`src/hdl/kgd_pkg.sv`:
```
package kgd_pkg;

  parameter int unsigned TIMER_BITS = 16;

  localparam int unsigned CFG_DATA_BITS = 16;
  localparam int unsigned CFG_ADDR_BITS = 2;

  localparam logic [7:0]  DEBOUNCE_TICKS_RST = 8'd5;
  localparam logic [15:0] CLICK_WINDOW_RST   = 16'd200;
  localparam logic [7:0]  CLICK_TARGET_RST   = 8'd3;
  localparam logic [15:0] LONG_TICKS_RST     = 16'd150;

  typedef enum logic [CFG_ADDR_BITS-1:0] {
    REG_DEBOUNCE_TICKS = 2'd0,
    REG_CLICK_WINDOW   = 2'd1,
    REG_CLICK_TARGET   = 2'd2,
    REG_LONG_TICKS     = 2'd3
  } cfg_reg_e;

  typedef enum logic [1:0] {
    GEST_NONE  = 2'd0,
    GEST_LONG  = 2'd1,
    GEST_MULTI = 2'd2
  } gesture_e;

  typedef struct packed {
    logic [7:0]  debounce_ticks;
    logic [15:0] click_window;
    logic [7:0]  click_target;
    logic [15:0] long_ticks;
  } cfg_t;

endpackage

```
`src/hdl/key_gesture_detector_core.sv`:
```
// Key gesture detector: each input item is one scan tick of the raw, active-low key
// level, and each tick yields exactly one result item carrying the gesture event of
// that tick (none, long press or multi-click) and the most recent gesture seen. The
// whole tick is evaluated combinationally between the key state registers and the
// output register, so the block accepts one item per clock and a result appears in
// the cycle after its item; the output register stalls the input only while a
// result waits and the master side is not ready. Configuration must be written
// through the plain write port only while no tick is in flight, which the block
// does not enforce; TimerBits sets the width of the click window and hold timers.
module key_gesture_detector_core #(
  parameter int unsigned TimerBits = kgd_pkg::TIMER_BITS
) (
  input  logic                               clk_i,
  input  logic                               rst_ni,
  input  logic                               s_axis_tvalid,
  output logic                               s_axis_tready,
  input  logic [7:0]                         s_axis_tdata,  // [0] key_level
  output logic                               m_axis_tvalid,
  input  logic                               m_axis_tready,
  output logic [7:0]                         m_axis_tdata,  // [1:0] gesture_event, [3:2] last_gesture
  input  logic                               cfg_we_i,
  input  logic [kgd_pkg::CFG_ADDR_BITS-1:0]  cfg_addr_i,
  input  logic [kgd_pkg::CFG_DATA_BITS-1:0]  cfg_wdata_i
);

  kgd_pkg::cfg_t     cfg_q;
  kgd_pkg::gesture_e ev;
  kgd_pkg::gesture_e last;
  kgd_pkg::gesture_e ev_q;
  kgd_pkg::gesture_e last_q;
  logic              valid_q;
  logic              accept;

  assign s_axis_tready = !valid_q || m_axis_tready;
  assign accept        = s_axis_tvalid && s_axis_tready;

  always_ff @(posedge clk_i or negedge rst_ni) begin
    if (!rst_ni) begin
      cfg_q.debounce_ticks <= kgd_pkg::DEBOUNCE_TICKS_RST;
      cfg_q.click_window   <= kgd_pkg::CLICK_WINDOW_RST;
      cfg_q.click_target   <= kgd_pkg::CLICK_TARGET_RST;
      cfg_q.long_ticks     <= kgd_pkg::LONG_TICKS_RST;
    end else if (cfg_we_i) begin
      case (kgd_pkg::cfg_reg_e'(cfg_addr_i))
        kgd_pkg::REG_DEBOUNCE_TICKS: cfg_q.debounce_ticks <= cfg_wdata_i[7:0];
        kgd_pkg::REG_CLICK_WINDOW:   cfg_q.click_window   <= cfg_wdata_i[15:0];
        kgd_pkg::REG_CLICK_TARGET:   cfg_q.click_target   <= cfg_wdata_i[7:0];
        kgd_pkg::REG_LONG_TICKS:     cfg_q.long_ticks     <= cfg_wdata_i[15:0];
        default: ;
      endcase
    end
  end

  kgd_tracker #(
    .TimerBits(TimerBits)
  ) u_tracker (
    .clk_i      (clk_i),
    .rst_ni     (rst_ni),
    .step_i     (accept),
    .key_level_i(s_axis_tdata[0]),
    .cfg_i      (cfg_q),
    .event_o    (ev),
    .last_o     (last)
  );

  always_ff @(posedge clk_i or negedge rst_ni) begin
    if (!rst_ni) begin
      valid_q <= 1'b0;
    end else if (accept) begin
      valid_q <= 1'b1;
    end else if (m_axis_tready) begin
      valid_q <= 1'b0;
    end
  end

  always_ff @(posedge clk_i) begin
    if (accept) begin
      ev_q   <= ev;
      last_q <= last;
    end
  end

  assign m_axis_tvalid = valid_q;
  assign m_axis_tdata  = {4'b0000, last_q, ev_q};

  assert property (@(posedge clk_i) disable iff (!rst_ni)
    (s_axis_tvalid && s_axis_tready) |=> m_axis_tvalid)
    else $error("Accepted item produced no result.");

  assert property (@(posedge clk_i) disable iff (!rst_ni)
    !m_axis_tvalid |-> s_axis_tready)
    else $error("Input stalled although the output register is empty.");

  assert property (@(posedge clk_i) disable iff (!rst_ni)
    (m_axis_tvalid && (m_axis_tdata[1:0] != kgd_pkg::GEST_NONE))
      |-> (m_axis_tdata[3:2] == m_axis_tdata[1:0]))
    else $error("Last gesture does not follow the event of the same item.");

endmodule

```
`src/hdl/kgd_tracker.sv`:
```
module kgd_tracker #(
  parameter int unsigned TimerBits = kgd_pkg::TIMER_BITS
) (
  input  logic              clk_i,
  input  logic              rst_ni,
  input  logic              step_i,
  input  logic              key_level_i,
  input  kgd_pkg::cfg_t     cfg_i,
  output kgd_pkg::gesture_e event_o,
  output kgd_pkg::gesture_e last_o
);

  localparam int unsigned CmpBits = (TimerBits > 16) ? TimerBits : 16;
  localparam logic [TimerBits-1:0] TimerMax = '1;

  logic                 stable_q, stable_d;
  logic [7:0]           dcnt_q, dcnt_d;
  logic                 armed_q, armed_d;
  logic [7:0]           tally_q, tally_d;
  logic [TimerBits-1:0] wt_q, wt_d;
  logic [TimerBits-1:0] hold_q, hold_d;
  logic                 long_q, long_d;
  kgd_pkg::gesture_e    latch_q, latch_d;
  kgd_pkg::gesture_e    ev;
  logic                 pressed;
  logic                 multi;
  logic                 longp;

  always_comb begin
    stable_d = stable_q;
    dcnt_d   = dcnt_q;
    armed_d  = armed_q;
    tally_d  = tally_q;
    wt_d     = wt_q;
    hold_d   = hold_q;
    long_d   = long_q;
    multi    = 1'b0;
    longp    = 1'b0;
    pressed  = ~key_level_i;
    if (pressed != stable_q) begin
      if (dcnt_q != 8'hFF) begin
        dcnt_d = dcnt_q + 8'd1;
      end
      if (dcnt_d > cfg_i.debounce_ticks) begin
        if (!pressed && !long_q) begin
          armed_d = 1'b1;
          if (tally_q != 8'hFF) begin
            tally_d = tally_q + 8'd1;
          end
        end
        stable_d = pressed;
      end
    end else begin
      dcnt_d = '0;
      if (armed_q && (CmpBits'(wt_q) <= CmpBits'(cfg_i.click_window))) begin
        if (wt_q != TimerMax) begin
          wt_d = wt_q + TimerBits'(1);
        end
        if (tally_q == cfg_i.click_target) begin
          armed_d = 1'b0;
          tally_d = '0;
          wt_d    = '0;
          multi   = 1'b1;
        end
      end else begin
        armed_d = 1'b0;
        tally_d = '0;
        wt_d    = '0;
      end
      if (stable_q) begin
        if ((CmpBits'(hold_q) <= CmpBits'(cfg_i.long_ticks)) && (hold_q != TimerMax)) begin
          hold_d = hold_q + TimerBits'(1);
          if (CmpBits'(hold_d) == CmpBits'(cfg_i.long_ticks)) begin
            long_d = 1'b1;
            longp  = 1'b1;
          end
        end
      end else begin
        long_d = 1'b0;
        hold_d = '0;
      end
    end
    if (longp) begin
      ev = kgd_pkg::GEST_LONG;
    end else if (multi) begin
      ev = kgd_pkg::GEST_MULTI;
    end else begin
      ev = kgd_pkg::GEST_NONE;
    end
    latch_d = (ev != kgd_pkg::GEST_NONE) ? ev : latch_q;
  end

  always_ff @(posedge clk_i or negedge rst_ni) begin
    if (!rst_ni) begin
      stable_q <= 1'b0;
      dcnt_q   <= '0;
      armed_q  <= 1'b0;
      tally_q  <= '0;
      wt_q     <= '0;
      hold_q   <= '0;
      long_q   <= 1'b0;
      latch_q  <= kgd_pkg::GEST_NONE;
    end else if (step_i) begin
      stable_q <= stable_d;
      dcnt_q   <= dcnt_d;
      armed_q  <= armed_d;
      tally_q  <= tally_d;
      wt_q     <= wt_d;
      hold_q   <= hold_d;
      long_q   <= long_d;
      latch_q  <= latch_d;
    end
  end

  assign event_o = ev;
  assign last_o  = latch_d;

endmodule
```
`config.mk`:
```
export PLATFORM = sky130hd
export DESIGN_NAME = key_gesture_detector_core
export DESIGN_NICKNAME = d
export VERILOG_FILES = /design/src/hdl/kgd_pkg.sv /design/src/hdl/key_gesture_detector_core.sv /design/src/hdl/kgd_tracker.sv
export SDC_FILE = /design/constraint.sdc
export NUM_CORES = 1
export LEC_CHECK = 0
export ABC_AREA = 1
export ABC_CLOCK_PERIOD_IN_PS = 3100
export BUFFER_PORTS_ARGS = -buffer_cell sky130_fd_sc_hd__buf_2
export CORE_MARGIN = 2
export CORE_UTILIZATION = 50
export DETAILED_ROUTE_END_ITERATION = 10
export HOLD_SLACK_MARGIN = 0.15
export PLACE_DENSITY = 0.78
export SYNTH_ARGS = -nofsm -noshare
export SYNTH_HDL_FRONTEND = slang
export SYNTH_SLANG_ARGS = --single-unit
```
`constraint.sdc`:
```
create_clock -name clk_i -period 3.1 [get_ports clk_i]
set_input_delay 0.31 -clock clk_i [delete_from_list [all_inputs] [get_ports clk_i]]
set_output_delay 0.31 -clock clk_i [all_outputs]
set_load 0.005 [all_outputs]
```
==> impl_metrics.ini <==
[clock_network]
clock_latency_ns = 0.36
clkTransAtPathRegs_ns = 0.07
cts_tree = built
cts_buffer_depth = 2
cts_buffers = 9
clockRootBuffer = clkbuf_16
cts.sinks = 106
htreeDepth = 3

[logic_synthesis]
syn_area_per_cell_sq_um = 7.12
synth_edf_count = 4
synth-seq-cells = 106
syn_area_sq_mm = 0.00693
async_flop_share_pct = 96.2
synth_warnings = 0
yosysSeqAreaShare_pct = 38.8
synth_flop_cell = dfrtp_1
syn_inst = 973
synth_cell_type_count = 38

[cells_and_area]
regArea_sq_mm = 0.00269
utilization_pct = 56.5
n_antenna_cell = 0
area_growth_pct = 11.9
final_common_cell = nand2_1
num-fill-cells = 1260
multiInputGateArea_sq_mm = 0.00373
layout.nets = 1088
final_cell_mix = 288 x nand2_1, 122 x inv_1, 91 x dfrtp_1
drive_gt1_share_pct = 11.8

[place]
gp_congestion = 0.898
io_buffers = 29
dp_hpwl_um = 12000

[floorplanning]
floorplan.initialDensity_pct = 50.5
die_x_um = 122
die_h_um = 122
dieArea_sq_mm = 0.0148
coreArea_sq_mm = 0.0137
ioPinCount = 41
rows = 43

[sta]
slew_viol_final = 0
fmax_ghz = 0.340
fin_crit_ns = 2.94
final-hold-violation-count = 0
tightest_slew_ns = 0.894
fin_skew_ns = 0.0128
setup_violations = 0
finalCritPeriodShare_pct = 94.9
slew_headroom_pct = 40.2

[global_routing]
grt_pass1_vias = 6035
antenna_found_initial = 0
grt_pass1_wl_um = 28000
grt_overflow = 0
grt_usage_pct = 23.9
grt_max_degree = 55

[hold_path]
hold_path_end = cfg_q[13]$_DFFE_PN0P_
worst_hold_path_type = input port to register
hold_path_depth = 3
hold_path.startpoint = cfg_wdata_i[13]

[route]
wl_per_cell_um = 13.8
ant_nets = 0
wl_um = 16600
drtIter0Drc = 641
first_pass_iters = 5
via_count = 6304
via_per_inst = 5.26
drcViolationCount = 0

[setup_path]
crit_path_end_kind = register
rr_worst_depth = 19
worstPathArrival_ns = 3.18
rr_endpoint = u_tracker.armed_q$_DFFE_PN0P_
cp.required_ns = 3.34
reg2reg_from = u_tracker.dcnt_q[1]$_DFFE_PN0P_
worstPathMaxFanout = 6
critPathKind = register to register
r2r_slack_ns = 0.16
start_kind = register

[power]
p_int_uw = 2790
p_per_area_mw_per_mm2 = 563
finalPower_uw = 4370
p_clk_share_pct = 28.0
power.share.sequential_pct = 41.4
p_switching_uw = 1580
p_leak_uw = 0.00391
switching_share_pct = 36.2
combPwrFrac_pct = 30.5
ir_worst_vdd_v = 0.000324

[outcome]
outcome = finished clean

[flow_run]
maxCapViolations = 0
## worst max path at each step
stage	start	to	slack [ns]
2_1_floorplan	u_tracker.dcnt_q[0]$_DFFE_PN0P_	u_tracker.tally_q[0]$_DFFE_PN0P_	0.16
3_3_place_gp	u_tracker.dcnt_q[1]$_DFFE_PN0P_	u_tracker.tally_q[3]$_DFFE_PN0P_	0.05
3_5_place_dp	u_tracker.dcnt_q[1]$_DFFE_PN0P_	u_tracker.tally_q[2]$_DFFE_PN0P_	-0.06
4_1_cts	u_tracker.dcnt_q[1]$_DFFE_PN0P_	u_tracker.armed_q$_DFFE_PN0P_	0.03
5_1_grt	u_tracker.dcnt_q[1]$_DFFE_PN0P_	u_tracker.armed_q$_DFFE_PN0P_	-0.06
6_report	u_tracker.dcnt_q[1]$_DFFE_PN0P_	u_tracker.armed_q$_DFFE_PN0P_	0.16
## per-layer routing
metal | track usage, % | vias to the layer above | wire length, um
met5 | 0 | - | 0
met4 | 8.12 | 0 | 353
met3 | 4.40 | 30 | 744
met1 | 31.4 | 2905 | 7640
met2 | 39.7 | 153 | 7850
li1 | - | 3216 | -
## power by group through the flow
stage	Clock, uW	Combinational [uW]	Sequential (uW)
2_1_floorplan	0	918	1770
3_3_place_gp	0	1220	1820
5_1_grt	1300	1560	1840
6_report	1220	1330	1810
4_1_cts	1250	1280	1800
3_5_place_dp	0	1260	1820
## cell usage after synthesis (2+ instances only)
library cell	n	share of area (%)
nand2_1	290	16
o22ai_1	2	0.18
nor2_2	3	0.27
nor3_1	9	0.65
edfxtp_1	4	1.7
nand2_2	6	0.54
clkbuf_1	12	0.65
a31oi_1	2	0.18
nor3b_1	2	0.22
o21ai_1	9	0.65
o21ai_0	73	5.3
inv_2	2	0.11
buf_2	6	0.43
nand3_2	3	0.43
ha_1	44	7.9
xor2_1	13	1.6
nand4_1	29	2.6
buf_4	5	0.54
nor4_1	3	0.27
inv_1	124	6.7
dfstp_2	11	4.2
a21oi_1	26	1.9
nand3_1	91	6.6
dfrtp_1	91	33
nor2_1	84	4.5
xnor2_1	2	0.25
or2_2	12	1.1
nand3b_1	2	0.22
nor2_4	4	0.65
## logic make-up (layout without fill, tap and decap cells)
logic type               Yosys count  after routing  synth area share (%)
buffers and inverters            151            193                  8.68
adder cells (fa/ha/maj)           44             44                  7.94
flip-flops                       106            106                  38.8
other                              1              4                0.0541
AND/OR/NAND/NOR                  541            541                  34.1
XOR/XNOR                          15             15                  1.90
AO/OA/AOI/OAI                    115            115                  8.56
## worst max-delay path, stage by stage, from the launching register on
cell and delay [ns]:
dfrtp_1 0.40, ha_2 0.23, nand3_4 0.10, inv_4 0.09
nand2_4 0.05, nor2_4 0.18, nor3_2 0.07, nand2_1 0.08
xor2_1 0.18, inv_1 0.10, ha_4 0.27, nand2_2 0.07
nor2_4 0.11, a21oi_1 0.07, or2_4 0.27, o22ai_4 0.19
buf_6 0.15, nand2_1 0.06, nand2_1 0.08, o21ai_0 0.07
## timing repair
action,CTS,global route
hold endpoints to repair,44,0
pin swaps,0,11
cloned,0,1
setup endpoints to repair,9,9
resized for setup,2,21
buffers inserted,0,7
hold buffers,1,0
## sequential cells by signal (all words and copies together), names as in the netlist
signal              cells
cfg_q                  48
ev_q                    2
last_q                  2
m_axis_tvalid           1
u_tracker.armed_q       1
u_tracker.dcnt_q        8
u_tracker.hold_q       16
u_tracker.latch_q       2
u_tracker.long_q        1
u_tracker.stable_q      1
u_tracker.tally_q       8
u_tracker.wt_q         16
## per-stage QoR
step                      TNS, ns  cell area (sq um)  std cells  worst slack, ns  hold slack, ns
after detailed placement   -0.331               7280       1173          -0.0641           0.392
after global routing       -0.232               7750       1198          -0.0644           0.242
final                           0               7750       1198            0.157           0.231
after global placement          0               7280       1173           0.0501           0.380
after floorplan                 0               6940        976            0.165          0.0144
after CTS                       0               7620       1190           0.0308           0.224
## final cells by class
class / count / share of cell area [%]
Clock buffer: 13 / 3.49
Inverter: 126 / 6.13
Sequential cell: 106 / 34.6
Tap cell: 180 / 2.90
Multi-Input combinational cell: 719 / 48.2
Clock inverter: 3 / 0.597
Timing Repair Buffer: 51 / 4.08
No activity file was read; power rests on OpenSTA's default activity.
